File: src/design/srecord_loader_parser_unit_macros.svh
// assertion macros for the s-record loader parser
`ifndef SRECORD_LOADER_PARSER_UNIT_MACROS_SVH
`define SRECORD_LOADER_PARSER_UNIT_MACROS_SVH
`ifndef SYNTH
// same-cycle implication, checked out of reset
`define SRL_ASSERT(lbl, clk, rst_n, ante, cons, msg) \
  lbl: assert property (@(posedge clk) disable iff (!rst_n) (ante) |-> (cons)) else $error(msg);
// next-cycle implication, checked out of reset
`define SRL_ASSERT_NEXT(lbl, clk, rst_n, ante, cons, msg) \
  lbl: assert property (@(posedge clk) disable iff (!rst_n) (ante) |=> (cons)) else $error(msg);
`else
`define SRL_ASSERT(lbl, clk, rst_n, ante, cons, msg)
`define SRL_ASSERT_NEXT(lbl, clk, rst_n, ante, cons, msg)
`endif
`endif

File: src/design/srec_pkg.sv
`timescale 1ns / 1ps
package srec_pkg;

  // result kinds
  typedef enum logic [2:0] {
    KIND_WRITE   = 3'd0,
    KIND_OUTWIN  = 3'd1,
    KIND_ENTRY   = 3'd2,
    KIND_GO      = 3'd3,
    KIND_HELLO   = 3'd4,
    KIND_BADTYPE = 3'd5,
    KIND_SHORT   = 3'd6,
    KIND_BADSUM  = 3'd7
  } kind_t;

  // parser phases
  typedef enum logic [3:0] {
    PH_IDLE    = 4'd0,
    PH_TYPE    = 4'd1,
    PH_CNT_HI  = 4'd2,
    PH_CNT_LO  = 4'd3,
    PH_A3_HI   = 4'd4,
    PH_A3_LO   = 4'd5,
    PH_A2_HI   = 4'd6,
    PH_A2_LO   = 4'd7,
    PH_A1_HI   = 4'd8,
    PH_A1_LO   = 4'd9,
    PH_A0_HI   = 4'd10,
    PH_A0_LO   = 4'd11,
    PH_DATA_HI = 4'd12,
    PH_DATA_LO = 4'd13
  } phase_t;

  // configuration register indexes
  typedef enum logic [0:0] {
    CFG_WIN_LOW  = 1'b0,
    CFG_WIN_HIGH = 1'b1
  } cfg_idx_t;

  // one result item
  typedef struct packed {
    kind_t       kind;
    logic [31:0] address;
    logic [7:0]  data;
  } res_t;

  // characters
  localparam logic [7:0] CH_S    = 8'h53;
  localparam logic [7:0] CH_G    = 8'h67;
  localparam logic [7:0] CH_ESC  = 8'h1B;
  localparam logic [7:0] CH_LF   = 8'h0A;
  localparam logic [7:0] CH_NINE = 8'h39;
  localparam logic [7:0] CH_ZERO = 8'h30;
  localparam logic [7:0] CH_3    = 8'h33;
  localparam logic [7:0] CH_7    = 8'h37;

  localparam logic [3:0]  HEX_ADJ         = 4'd7;
  localparam logic [7:0]  SUM_OK          = 8'hFF;
  localparam logic [7:0]  MIN_COUNT       = 8'd5;
  localparam logic [31:0] ENTRY_RESET     = 32'h2000_0000;
  localparam logic [31:0] WIN_LOW_RESET   = 32'h2000_0000;
  localparam logic [31:0] WIN_HIGH_RESET  = 32'h2000_0FFF - 32'd64;

endpackage

File: src/design/srec_parse.sv
`timescale 1ns / 1ps
module srec_parse
  import srec_pkg::*;
(
  input  logic        clk,
  input  logic        rst_n,
  input  logic        cfg_we,
  input  cfg_idx_t    cfg_index,
  input  logic [31:0] cfg_wdata,
  input  logic        step,
  input  logic [7:0]  rx_char,
  output logic        res_valid,
  output res_t        res,
  output logic        stopped
);

  phase_t      phase_r, phase_nxt;
  logic        is_entry_r, is_entry_nxt;
  logic [7:0]  byte_count_r, byte_count_nxt;
  logic [7:0]  check_sum_r, check_sum_nxt;
  logic [31:0] cur_addr_r, cur_addr_nxt;
  logic [3:0]  data_high_r, data_high_nxt;
  logic [31:0] entry_addr_r, entry_addr_nxt;
  logic        stopped_r, stopped_nxt;
  logic [31:0] win_low_r, win_high_r;

  logic [3:0]  nib;
  logic [7:0]  cnt_full;
  logic [31:0] cur_shift;
  logic [7:0]  data_byte;
  logic [7:0]  bc_dec;
  logic [7:0]  sum_data;
  logic        in_window;
  logic        active;

  // hex digit decode, never rejects a character
  assign nib       = (rx_char > CH_NINE) ? (rx_char[3:0] - HEX_ADJ) : rx_char[3:0];
  assign cnt_full  = {byte_count_r[3:0], nib};
  assign cur_shift = {cur_addr_r[27:0], nib};
  assign data_byte = {data_high_r, nib};
  assign bc_dec    = byte_count_r - 8'd1;
  assign sum_data  = check_sum_r + data_byte;
  assign in_window = (cur_addr_r >= win_low_r) && (cur_addr_r <= win_high_r);
  assign active    = step && !stopped_r;
  assign stopped   = stopped_r;

  // next phase
  always_comb begin
    phase_nxt = phase_r;
    if (active) begin
      case (phase_r)
        PH_IDLE: begin
          if (rx_char == CH_S) phase_nxt = PH_TYPE;
        end
        PH_TYPE: begin
          if (rx_char == CH_ZERO) phase_nxt = PH_IDLE;
          else if (rx_char == CH_3 || rx_char == CH_7) phase_nxt = PH_CNT_HI;
        end
        PH_CNT_HI:  phase_nxt = PH_CNT_LO;
        PH_CNT_LO: begin
          if (cnt_full >= MIN_COUNT) phase_nxt = PH_A3_HI;
        end
        PH_A3_HI:   phase_nxt = PH_A3_LO;
        PH_A3_LO:   phase_nxt = PH_A2_HI;
        PH_A2_HI:   phase_nxt = PH_A2_LO;
        PH_A2_LO:   phase_nxt = PH_A1_HI;
        PH_A1_HI:   phase_nxt = PH_A1_LO;
        PH_A1_LO:   phase_nxt = PH_A0_HI;
        PH_A0_HI:   phase_nxt = PH_A0_LO;
        PH_A0_LO:   phase_nxt = PH_DATA_HI;
        PH_DATA_HI: phase_nxt = PH_DATA_LO;
        PH_DATA_LO: phase_nxt = (bc_dec == 8'd0) ? PH_IDLE : PH_DATA_HI;
        default:    phase_nxt = PH_IDLE;
      endcase
    end
  end

  // datapath updates and result
  always_comb begin
    is_entry_nxt   = is_entry_r;
    byte_count_nxt = byte_count_r;
    check_sum_nxt  = check_sum_r;
    cur_addr_nxt   = cur_addr_r;
    data_high_nxt  = data_high_r;
    entry_addr_nxt = entry_addr_r;
    stopped_nxt    = stopped_r;
    res_valid      = 1'b0;
    res.kind       = KIND_WRITE;
    res.address    = 32'd0;
    res.data       = 8'd0;
    if (active) begin
      case (phase_r)
        PH_IDLE: begin
          if (rx_char == CH_S) begin
            check_sum_nxt = 8'd0;
          end else if (rx_char == CH_G) begin
            stopped_nxt = 1'b1;
            res_valid   = 1'b1;
            res.kind    = KIND_GO;
            res.address = entry_addr_r;
          end else if (rx_char == CH_ESC || rx_char == CH_LF) begin
            res_valid = 1'b1;
            res.kind  = KIND_HELLO;
          end
        end
        PH_TYPE: begin
          if (rx_char == CH_3) begin
            is_entry_nxt = 1'b0;
          end else if (rx_char == CH_7) begin
            is_entry_nxt = 1'b1;
          end else if (rx_char != CH_ZERO) begin
            stopped_nxt = 1'b1;
            res_valid   = 1'b1;
            res.kind    = KIND_BADTYPE;
            res.data    = rx_char;
          end
        end
        PH_CNT_HI: byte_count_nxt = {4'd0, nib};
        PH_CNT_LO: begin
          byte_count_nxt = cnt_full;
          if (cnt_full < MIN_COUNT) begin
            stopped_nxt = 1'b1;
            res_valid   = 1'b1;
            res.kind    = KIND_SHORT;
          end else begin
            check_sum_nxt = check_sum_r + cnt_full;
            cur_addr_nxt  = 32'd0;
          end
        end
        PH_A3_HI, PH_A2_HI, PH_A1_HI, PH_A0_HI: cur_addr_nxt = cur_shift;
        PH_A3_LO, PH_A2_LO, PH_A1_LO, PH_A0_LO: begin
          byte_count_nxt = bc_dec;
          cur_addr_nxt   = cur_shift;
          check_sum_nxt  = check_sum_r + cur_shift[7:0];
        end
        PH_DATA_HI: data_high_nxt = nib;
        PH_DATA_LO: begin
          check_sum_nxt  = sum_data;
          byte_count_nxt = bc_dec;
          if (bc_dec == 8'd0) begin
            // record end: checksum first, then entry
            if (is_entry_r) entry_addr_nxt = cur_addr_r;
            if (sum_data != SUM_OK) begin
              stopped_nxt = 1'b1;
              res_valid   = 1'b1;
              res.kind    = KIND_BADSUM;
            end else if (is_entry_r) begin
              res_valid   = 1'b1;
              res.kind    = KIND_ENTRY;
              res.address = cur_addr_r;
            end
          end else begin
            cur_addr_nxt = cur_addr_r + 32'd1;
            res_valid    = 1'b1;
            res.kind     = in_window ? KIND_WRITE : KIND_OUTWIN;
            res.address  = cur_addr_r;
            res.data     = data_byte;
          end
        end
        default: ;
      endcase
    end
  end

  // state registers
  always_ff @(posedge clk) begin
    if (!rst_n) begin
      phase_r      <= PH_IDLE;
      is_entry_r   <= 1'b0;
      byte_count_r <= 8'd0;
      check_sum_r  <= 8'd0;
      cur_addr_r   <= 32'd0;
      data_high_r  <= 4'd0;
      entry_addr_r <= ENTRY_RESET;
      stopped_r    <= 1'b0;
    end else begin
      phase_r      <= phase_nxt;
      is_entry_r   <= is_entry_nxt;
      byte_count_r <= byte_count_nxt;
      check_sum_r  <= check_sum_nxt;
      cur_addr_r   <= cur_addr_nxt;
      data_high_r  <= data_high_nxt;
      entry_addr_r <= entry_addr_nxt;
      stopped_r    <= stopped_nxt;
    end
  end

  // address window registers
  always_ff @(posedge clk) begin
    if (!rst_n) begin
      win_low_r  <= WIN_LOW_RESET;
      win_high_r <= WIN_HIGH_RESET;
    end else if (cfg_we) begin
      case (cfg_index)
        CFG_WIN_LOW:  win_low_r  <= cfg_wdata;
        CFG_WIN_HIGH: win_high_r <= cfg_wdata;
        default: ;
      endcase
    end
  end

endmodule

File: src/design/srec_out_buf.sv
`timescale 1ns / 1ps
module srec_out_buf
  import srec_pkg::*;
(
  input  logic clk,
  input  logic rst_n,
  input  logic push,
  input  res_t push_res,
  output logic space,
  output logic out_valid,
  input  logic out_ready,
  output res_t out_res
);

  localparam logic [1:0] DEPTH = 2'd2;

  res_t       slot0_r, slot1_r;
  logic [1:0] cnt_r, cnt_nxt;
  logic       pop;

  assign pop       = out_valid && out_ready;
  assign out_valid = (cnt_r != 2'd0);
  assign space     = (cnt_r != DEPTH);
  assign out_res   = slot0_r;

  // occupancy
  always_comb begin
    cnt_nxt = cnt_r;
    if (push && !pop) cnt_nxt = cnt_r + 2'd1;
    else if (pop && !push) cnt_nxt = cnt_r - 2'd1;
  end

  always_ff @(posedge clk) begin
    if (!rst_n) cnt_r <= 2'd0;
    else cnt_r <= cnt_nxt;
  end

  // head and skid slots
  always_ff @(posedge clk) begin
    if (push && (cnt_r == 2'd0 || (cnt_r == 2'd1 && pop))) slot0_r <= push_res;
    else if (pop && cnt_r == DEPTH) slot0_r <= slot1_r;
    if (push && cnt_r == 2'd1 && !pop) slot1_r <= push_res;
  end

endmodule

File: src/design/srecord_loader_parser_unit.sv
`timescale 1ns / 1ps
// S-record loader parser. Characters of an S0/S3/S7 record stream enter on the
// in_ channel, one per item; results leave on the out_ channel as kind,
// address and data. A data byte gives a write or an out-of-window item, an S7
// record an entry item, 'g' a go item, ESC or LF a greeting item; a bad type,
// short count or bad checksum gives an error item. Errors and go stop the
// block: it keeps taking characters but gives nothing more until reset.
// The cfg_ port writes the address window (index 0 low, 1 high); the user
// must write it only while idle: the block itself does not enforce this.
// An accepted character waits in the input register; the combinational
// parser step then pushes its result into the two-entry output buffer,
// which shows it on out_. Throughput: one character per cycle while the
// output buffer has space. When the receiver stalls, the output buffer
// fills; in_ready drops once both entries are taken and the input register
// holds a character; nothing is lost. Reset (synchronous, active low)
// returns to waiting for 'S', entry address 0x20000000 and the default window.
`include "srecord_loader_parser_unit_macros.svh"
module srecord_loader_parser_unit
  import srec_pkg::*;
(
  input  logic        clk,
  input  logic        rst_n,
  input  logic        in_valid,
  output logic        in_ready,
  input  logic [7:0]  in_rx_char,
  output logic        out_valid,
  input  logic        out_ready,
  output logic [2:0]  out_kind,
  output logic [31:0] out_address,
  output logic [7:0]  out_data,
  input  logic        cfg_we,
  input  logic [0:0]  cfg_index,
  input  logic [31:0] cfg_wdata
);

  logic       in_v_r;
  logic [7:0] in_char_r;
  logic       advance;
  logic       ob_space;
  logic       res_valid;
  res_t       res;
  res_t       out_res;
  logic       stopped;

  assign advance  = in_v_r && ob_space;
  assign in_ready = !in_v_r || advance;

  // input register
  always_ff @(posedge clk) begin
    if (!rst_n) in_v_r <= 1'b0;
    else if (in_ready) in_v_r <= in_valid;
  end

  always_ff @(posedge clk) begin
    if (in_valid && in_ready) in_char_r <= in_rx_char;
  end

  // parser step
  srec_parse u_parse (
    .clk       (clk),
    .rst_n     (rst_n),
    .cfg_we    (cfg_we),
    .cfg_index (cfg_idx_t'(cfg_index)),
    .cfg_wdata (cfg_wdata),
    .step      (advance),
    .rx_char   (in_char_r),
    .res_valid (res_valid),
    .res       (res),
    .stopped   (stopped)
  );

  // result buffer
  srec_out_buf u_out_buf (
    .clk       (clk),
    .rst_n     (rst_n),
    .push      (advance && res_valid),
    .push_res  (res),
    .space     (ob_space),
    .out_valid (out_valid),
    .out_ready (out_ready),
    .out_res   (out_res)
  );

  assign out_kind    = out_res.kind;
  assign out_address = out_res.address;
  assign out_data    = out_res.data;

  // checks
  `SRL_ASSERT_NEXT(a_stop_holds, clk, rst_n, stopped, stopped, "parser left stopped state")
  `SRL_ASSERT_NEXT(a_res_shown, clk, rst_n, advance && res_valid, out_valid, "result not shown")
  `SRL_ASSERT(a_stop_cause, clk, rst_n, $rose(stopped), $past(advance && res_valid && (res.kind == KIND_GO || res.kind == KIND_BADTYPE || res.kind == KIND_SHORT || res.kind == KIND_BADSUM)), "stopped without go or error item")

endmodule

File: config.mk
export PLATFORM = sky130hd
export DESIGN_NAME = srecord_loader_parser_unit
export DESIGN_NICKNAME = d
export VERILOG_FILES = /design/src/design/srec_pkg.sv /design/src/design/srec_parse.sv /design/src/design/srec_out_buf.sv /design/src/design/srecord_loader_parser_unit.sv
export VERILOG_INCLUDE_DIRS = /design/src /design/src/design
export SDC_FILE = /design/constraint.sdc
export NUM_CORES = 1
export LEC_CHECK = 0
export BUFFER_PORTS_ARGS = -buffer_cell sky130_fd_sc_hd__buf_4
export CAP_MARGIN = 20
export CORE_MARGIN = 2
export CORE_UTILIZATION = 25
export DETAILED_ROUTE_END_ITERATION = 10
export SLEW_MARGIN = 20
export SYNTH_ARGS = -nofsm -noshare
export SYNTH_HDL_FRONTEND = slang
export SYNTH_SLANG_ARGS = --single-unit
File: constraint.sdc
create_clock -name clk -period 16.6 [get_ports clk]
set_input_delay 0.83 -clock clk [delete_from_list [all_inputs] [get_ports clk]]
set_output_delay 0.83 -clock clk [all_outputs]
set_load 0.1 [all_outputs]
; After elaboration in Yosys (flattened, before gate mapping)
; Cells that the tools add are included.
; Widths: inputs -> output; s select.
[word_totals]
regBits = 251
input_bits = 46
[classes]
addsub = 8
order_cmp = 5
eq_ne = 38
n_mux = 62
bitwise_logic = 1
reduce_logical = 45
[ops]
columns = cell, count
row1 = $mux 43, 3
row2 = $mux 32, 4
row3 = $pmux 32 s3, 1
row4 = $mux 35, 2
row5 = $pmux 32 s2, 1
row6 = $pmux 4 s14, 1
row7 = $mux 8, 6
row8 = $mux 34, 1
row9 = $add 32x1->32 const B, 1
row10 = $ge 32x32->1, 1
row11 = $le 32x32->1, 1
row12 = $pmux 8 s4, 1
row13 = $add 8x8->8, 3
row14 = $eq 4x4->1 const B, 6
row15 = $eq 8x6->1 const B, 3
row16 = $mux 4, 6
row17 = $pmux 8 s3, 1
row18 = $mux 1, 22
row19 = $mux 3, 7
row20 = $eq 4x3->1 const B, 4
row21 = $eq 8x7->1 const B, 2
row22 = $pmux 8 s2, 1
row23 = $reduce_and 4->1, 4
row24 = $ne 2x1->1 const B, 7
row25 = 36 further kinds, 70

; Depth between registers and ports, before layout
; Gate-level depths: netlist (run 1).
[logic_depth]
depth_word = 13
mapped_depth = 20
ltp_nobuf = 20

; Cells and area by module
; From an unflattened synthesis (run 1), not the netlist that was laid out.
[hier_totals]
hier_cells = 1563
hier_area_um2 = 14149.8
[by_module_without_submodules]
columns = module, instances, cells_per_inst, area_per_inst_um2, seq_area_each_um2
row1 = srec_parse, 1, 1291, 9849.4, 3083.0
row2 = srec_out_buf, 1, 257, 3987.6, 2622.5
row3 = srecord_loader_parser_unit, 1, 15, 312.8, 260.2

; Worst setup path after synthesis (run 1)
; OpenSTA, ideal clock, no wires.
[synth_timing]
path_kind = reg2reg
from = register in_char_r[0]
to = register u_out_buf.slot0_r, in the netlist u_out_buf.out_res[0] (enable)
setup_time_ps = 791
arrival_ps = 5275
required_ps = 15809
path_slack_ps = 10533
stages_incl_launch_ff = 19
path_buffers = 1
cell_sequence = edfxtp_1 > inv_1 > ha_1 > nor2b_1 > o41a_1 > xnor2_1 > inv_1 > ha_1 > inv_1 > fa_1 > and3b_1 > nor2_1 > o311ai_0 > nand4_1 > o31ai_1 > a31oi_4 > nand2_4 > buf_6 > o21ai_0
[synth_between]
elab_chain_cells = 11
[synth_rtl]
columns = element, line_no
row1 = start: declaration, srecord_loader_parser_unit.sv:37  ; logic [7:0] in_char_r;
row2 = start signal: assignment, srecord_loader_parser_unit.sv:55  ; if (in_valid && in_ready) in_char_r <= in_rx_char;
row3 = $gt 8x6->1 / $sub 4x3->4 (equally long branches), srec_parse.sv:37  ; assign nib = (rx_char > CH_NINE) ? (rx_char[3:0] - HEX_ADJ) : rx_char[3:0];
row4 = $mux 4 *, srec_parse.sv:37
row5 = net u_parse.nib[0], srec_parse.sv:27  ; logic [3:0] nib;
row6 = $add 8x8->8, srec_parse.sv:42  ; assign sum_data = check_sum_r + data_byte;
row7 = $ne 8x8->1, srec_parse.sv:143  ; if (sum_data != SUM_OK) begin
row8 = $mux 1, srec_parse.sv:143
row9 = $mux 1, srec_parse.sv:140  ; if (bc_dec == 8'd0) begin
row10 = $pmux 1 s4 *, srec_parse.sv:92  ; case (phase_r)
row11 = $mux 1 *, srec_parse.sv:91  ; if (active) begin
row12 = $logic_and 1x1->1 *, srecord_loader_parser_unit.sv:76  ; .push (advance && res_valid),
row13 = $logic_and 1x1->1 *, srec_out_buf.sv:40  ; if (push && (cnt_r == 2'd0 || (cnt_r == 2'd1 && pop))) slot0_r <= push_res;
row14 = $reduce_bool 2->1 (no source line) *, -
row15 = end signal: assignment, srec_out_buf.sv:40
row16 = end signal: assignment, srec_out_buf.sv:41  ; else if (pop && cnt_r == DEPTH) slot0_r <= slot1_r;
row17 = end: declaration, srec_out_buf.sv:17  ; res_t slot0_r, slot1_r;
; Mark *: on every way through the listed nets, which the timed path passes. The rest lies on a longest branch.
; A chain may end at the register's enable or synchronous reset.

; Final worst setup path (run 1)
[layout_timing]
from = register in_char_r[0]
to = register u_out_buf.slot0_r, in the netlist u_out_buf.out_res[34] (enable)
; Same word-level chain as after synthesis.

==> metrics, run 1 <==
endpoint type of the worst setup path=register; Pwr Total=0.00138 W; hold buffer count at cts=0; measured slew at the worst slew-check pin=1.05 ns; setup bufs post-CTS=0; final setup fails=0; CTS-repair resized insts=0; fin crit share=34.1%; worst rel slew slack=30.1%; Detailed Place HPWL=26000 µm; post-route worst setup slack=10.94 ns; total of max-cap violations=0; share of post-route cells with drive strength above 1=14.2%; Final Skew=0.0204 ns; PortBufs=90; startpoint types=register; Core ar.=53500 µm²; Die Span Y=236 µm; setup total negative slack=0 ns; first-pass GRT wire length=58400 µm; cell count after synthesis=1443; Layout Utilization=29.5%; CTS tree=built; FP Rows=85; drc violations=0; gp weighted congestion=0.862; sequential share of the synthesized area=44.4%; htree depth=1; crit path max fanout=43; number of distinct library cells after synthesis=74; ys async rst share=0%; Leakage Power=6.27 nW; total number of vias=10.7k; IO Count=91; final WL=36600 µm; P&R area growth vs syn=17.3%; initial antenna violation count=6; via/cell ratio=4.85; #FFs+latches synth=251; CP required=16.84 ns; RSZ-0062 raised after global routing=no; drt first pass iters=6; commonest non-fill, non-tap cell in the layout=nand2_1; Worst-path clk slew=0.07 ns; NumNets Final=1630; worst-skew pair later-pin latency=0.57 ns; Synth warnings=0; Power per Cell Area=87.7 nW/µm²; syn_nets=1577; CTS root buf=clkbuf_16; GRT Residual Overflow=0; Mapped Area=13400 µm²; Iteration-0 DRC Markers=758; vias in the first global route=10.4k; largest net degree at the start of global routing=50; HP Class=in -> reg; Final Hold Violating Endpoints=0; Post-DRT Antenna Nets=0; DP Worst Slack=10.94 ns; Mean Syn Cell Area=9.32 µm²; Primary FF master, synth=dfxtp_1; Final Max Tran Viols=0; max frequency=177 MHz; CTS max path bufs=3; Die Area=55700 µm²; Critical Path AT=5.90 ns; CTS Buf Count=27; Die W=236 µm; CP Class=reg -> reg; status=finished, final reports clean; Max VDD drop=0.0000580 V; DR WL/cell=16.5 µm; Starting Density=25.1%; EDFF count, synth=94; Total Routing Usage GR=12.8%; most frequent cells in the layout=219 x nand2_1, 157 x dfxtp_1, 120 x nor2_1, 117 x a21oi_1, 109 x buf_4; Final Critical Period=5.66 ns; clk sinks=251
layout make-up:
type	instances	area, µm²
antenna	3	7.51
clock buffer	33	708
timing repair buffer	109	818
clock inverter	17	229
multi-input combinational	1024	6860
sequential	251	5970
inverter	83	313
tap	696	871
fill	5508	37700
power breakdown:
group / internal (W) / switching [W] / leakage [nW]
clock: 0.000383 / 0.000258 / 0.453
sequential: 0.000645 / 0.00000663 / 2.21
combinational: 0.0000306 / 0.0000599 / 3.60
flip-flops by register name, indices dropped and copies added (netlist names), 2 cells and up:
| signal | flops |
|---|---|
| u_parse.entry_addr_r | 32 |
| u_parse.phase_r | 4 |
| u_parse.byte_count_r | 8 |
| u_out_buf.out_res | 43 |
| u_parse.data_high_r | 4 |
| u_parse.cur_addr_r | 32 |
| u_parse.win_low_r | 32 |
| u_parse.win_high_r | 32 |
| u_parse.check_sum_r | 8 |
| in_char_r | 8 |
| u_out_buf.slot1_r | 43 |
| u_out_buf.cnt_r | 2 |
logic make-up after synthesis:
family / share of synthesized area, %
AOI/OAI and AO/OA: 16.6
xor gates and xnor gates: 1.76
adders and majority gates: 8.32
buffers and inverters: 5.06
DFF: 44.4
muxes: 7.38
and+or+nand+nor: 16.5
worst max-delay path, stage by stage, from the launching register on:
cell      delay [ns]
edfxtp_1        0.46
inv_1           0.15
ha_1            0.22
nor2b_1         0.15
o41a_1          0.53
xnor2_1         0.23
inv_1           0.13
ha_1            0.18
inv_1           0.05
fa_1            0.41
and3b_1         0.24
nor2_1          0.09
o311ai_0        0.46
nand4_1         0.27
o31ai_1         0.44
a31oi_4         0.22
nand2_4         0.66
o21ai_4         0.09
buf_4           0.33
cells in the mapped netlist, drive strengths merged (20+ instances only):
library cell    n  share of area, %
a22o           32               2.1
nor2          122               3.5
mux2i          35               2.6
nand2         220               6.2
o211ai         24               1.3
a21oi         117               4.4
mux2           44               4.8
nand3          27               1.0
nand4          20              0.93
o21ai          57               2.1
nor3           38               1.4
inv            83               2.3
edfxtp         94                21
ha             87               8.1
clkbuf         67               1.9
dfxtp         157                23
path summary, 6_finish.rpt:
kind,from,endpoint,slack (ns),cells after the start
setup / recovery,in_char_r[0],u_out_buf.out_res[34],10.94,18
hold reg to reg,u_parse.win_low_r[14],u_parse.win_low_r[14],0.45,2
hold / removal,in_rx_char[4],in_char_r[4],0.45,1
setup reg to reg,in_char_r[0],u_out_buf.out_res[34],10.94,18
metal layers:
metal  global-route usage [%]  wire [µm]  share of wire, %  up-vias
met3                     3.19       2360               6.4       62
met5                        0         44              0.12        -
met2                     20.9      16600                45      233
met1                     16.7      16700                46     5134
met4                     3.84        836               2.3        6
li1                         -          -                 -     5303
through the flow:
step	instance area, µm²	hold slack (ns)	std cells
detailed placement	14800	0.447	2163
global route	15800	0.435	2213
floorplan	13400	0.432	1443
finish	15800	0.450	2216
global placement	14800	0.442	2163
CTS	15800	0.432	2213
No activity file was read; power rests on OpenSTA's default activity.
==> run 2: changes to the inputs <==
ABC_AREA = 1   (was not set)
clock period = 5.5 ns   (was 16.6 ns; I/O delays follow)
==> run 2 against run 1 <==
Effect of this change: die area up 7.4%; largest power group unchanged; non-clock buffer count up 37; maximum frequency up 31%; register-to-register slack worse by 9.7 ns; critical path depth increased by 8; flip-flop and latch count is the same; worst hold slack got worse by 0.40 ns; critical endpoint is now u_out_buf.out_res[0]; first-iteration DRC count up 32%; synthesized area grew 7.5%.
==> metrics, run 2 <==
status=finished, final reports clean (unchanged); endpoint type of the worst setup path=register (unchanged); Final Hold Violating Endpoints=0 (unchanged); htree depth=1 (unchanged); Total Routing Usage GR=13.4% (was 12.8%); P&R area growth vs syn=18.7% (was 17.3%); largest area contributor in the netlist=dfxtp_1 (unchanged); Final Skew=0.0200 ns (was 0.0204 ns); worst-skew pair later-pin latency=0.58 ns (was 0.57 ns); drc violations=0 (unchanged); Max VDD drop=0.000221 V (was 0.0000580 V); via/cell ratio=4.52 (was 4.85); CTS root buf=clkbuf_16 (unchanged); Worst-path clk slew=0.06 ns (was 0.07 ns); CP Class=reg -> reg (unchanged); Starting Density=25.2% (was 25.1%); IO Count=91 (unchanged); Final Max Tran Viols=0 (unchanged); Mapped Area=14500 µm² (was 13400 µm²); setup bufs post-CTS=0 (unchanged); clk sinks=251 (unchanged); CTS max path bufs=3 (unchanged); Post-DRT Antenna Nets=0 (unchanged); vias in the first global route=12.1k (was 10.4k); post-synth top area share=21.7% (was 23.4%); Layout Utilization=29.9% (was 29.5%); worst rel slew slack=39.6% (was 30.1%); startpoint types=register (unchanged); drt first pass iters=5 (was 6); synth top area cells=dfxtp_1 22%, edfxtp_1 20%, nand2_1 13% (was dfxtp_1 23%, edfxtp_1 21%, ha_1 8.1%); Iteration-0 DRC Markers=1002 (was 758); Buf/Inv on CP=6 (was 4); measured slew at the worst slew-check pin=0.904 ns (was 1.05 ns); CTS tree=built (unchanged); final setup fails=0 (unchanged); fin crit share=78.2% (was 34.1%); EDFF count, synth=94 (unchanged); commonest non-fill, non-tap cell in the layout=nand2_1 (unchanged); Core ar.=57500 µm² (was 53500 µm²); NumNets Final=2178 (was 1630); cell count after synthesis=1950 (was 1443); largest net degree at the start of global routing=65 (was 50); most frequent cell after synthesis=nand2_1 (unchanged); slowest cell on the critical path=edfxtp_1 (was nand2_4); Detailed Place HPWL=29100 µm (was 26000 µm); CTS-repair resized insts=0 (unchanged); gp weighted congestion=0.895 (was 0.862); WHS=0.0478 ns (was 0.450 ns); crit path max fanout=43 (unchanged); total of max-cap violations=0 (unchanged); Power per Cell Area=249 nW/µm² (was 87.7 nW/µm²); critical path's largest stage delay=0.46 ns (was 0.66 ns); HP Class=in -> reg (unchanged); total number of vias=12.8k (was 10.7k); delay-heaviest family, CP=simple AND/OR/NAND/NOR gates (was compound AO/OA/AOI/OAI gates); Primary FF master, synth=dfxtp_1 (unchanged); number of distinct library cells after synthesis=49 (was 74); number of fill cells=6244 (was 5508); final WL=40800 µm (was 36600 µm); syn_nets=2084 (was 1577); Synth warnings=0 (unchanged); CP required=5.93 ns (was 16.84 ns); setup total negative slack=0 ns (unchanged); share of post-route cells with drive strength above 1=9.63% (was 14.2%); hold buffer count at cts=41 (was 0); ys async rst share=0% (unchanged); CP most frequent cell=nand2_1 (was inv_1); #FFs+latches synth=251 (unchanged); PortBufs=90 (unchanged); Critical Path AT=4.74 ns (was 5.90 ns); Leakage Power=7.50 nW (was 6.27 nW); CTS Buf Count=29 (was 27); synth cell count leaders=484 x nand2_1, 271 x inv_1, 178 x a21oi_1 (was 219 x nand2_1, 157 x dfxtp_1, 121 x nor2_1); RSZ-0062 raised after global routing=no (unchanged); Die W=245 µm (was 236 µm); initial antenna violation count=2 (was 6); most frequent cells in the layout=483 x nand2_1, 271 x inv_1, 178 x a21oi_1, 157 x dfxtp_1, 133 x nor2_1 (was 219 x nand2_1, 157 x dfxtp_1, 120 x nor2_1, 117 x a21oi_1, 109 x buf_4); first-pass GRT wire length=65600 µm (was 58400 µm); GRT Residual Overflow=0 (unchanged); FP Rows=88 (was 85); sequential share of the synthesized area=41.2% (was 44.4%); DR WL/cell=14.4 µm (was 16.5 µm); Final Critical Period=4.30 ns (was 5.66 ns); max frequency=232 MHz (was 177 MHz); Die Span Y=245 µm (was 236 µm); Die Area=59800 µm² (was 55700 µm²); Mean Syn Cell Area=7.42 µm² (was 9.32 µm²)
run 2: final timing paths:
check,startpoint,to,slack (ns),cells after the start
worst max-delay path,in_char_r[1],u_out_buf.out_res[0],1.20,26
worst min-delay path,cfg_index,u_parse.win_low_r[29],0.05,4
worst max register to register,in_char_r[1],u_out_buf.out_res[0],1.20,26
worst min register to register,u_parse.entry_addr_r[12],u_parse.entry_addr_r[12],0.46,2
run 2: per-stage QoR:
step | setup WS, ns | cell area, µm² | power [W] | instances
6_report | 1.20 | 17200 | 0.00428 | 2833
5_1_grt | 0.624 | 17200 | 0.00446 | 2833
4_1_cts | 1.16 | 17200 | 0.00434 | 2832
3_5_place_dp | 1.18 | 15800 | 0.00239 | 2737
3_3_place_gp | 1.26 | 15800 | 0.00239 | 2737
2_1_floorplan | 0.394 | 14500 | 0.00228 | 1950
run 2: worst register-to-register path, stage by stage, from the launching register on:
cell	delay, ns
edfxtp_1	0.46
inv_1	0.18
ha_1	0.17
inv_1	0.05
nor2_2	0.10
nand2_2	0.09
nand2_2	0.10
nand2_1	0.05
nand2_1	0.12
inv_1	0.10
ha_1	0.22
inv_1	0.07
fa_1	0.40
inv_1	0.09
nand2_1	0.05
nor2_1	0.10
nand3_1	0.08
nor2_1	0.16
nand3_1	0.13
nor2_1	0.12
nand2_1	0.07
nand2_1	0.17
nand2_4	0.30
nand3_4	0.16
buf_4	0.42
nand2_1	0.12
nand2_1	0.09
run 2: kinds of logic after synthesis:
group                    synth area share (%)
AND/OR/NAND/NOR                          25.3
flip-flops                               41.2
AO/OA/AOI/OAI                            15.3
XOR/XNOR                                0.363
buffers and inverters                    10.1
adder cells (fa/ha/maj)                  7.66
run 2: cell type report:
class | instances | area [µm²] | share of cell area (%)
Tap cell | 765 | 957 | 5.57
Multi-Input combinational cell | 1333 | 7050 | 41.0
Timing Repair Buffer | 146 | 1210 | 7.05
Clock inverter | 12 | 130 | 0.758
Inverter | 283 | 1060 | 6.19
Sequential cell | 251 | 5970 | 34.7
Antenna cell | 1 | 2.50 | 0.0146
Clock buffer | 42 | 798 | 4.65
run 2: metal layers:
metal  up-vias  track usage, %  routed length (µm)
met4         2            4.86                1340
met5         -               0                  11
met2       309            21.5               18100
met3        81            2.21                2210
met1      5741            18.1               19200
li1       6675               -                   -
run 2: where the power goes:
group	leakage (nW)	internal, W	switching, W
logic	4.90	0.000121	0.000273
registers	2.14	0.00196	0.0000155
clock network	0.458	0.00111	0.000808
total	7.50	0.00319	0.00110
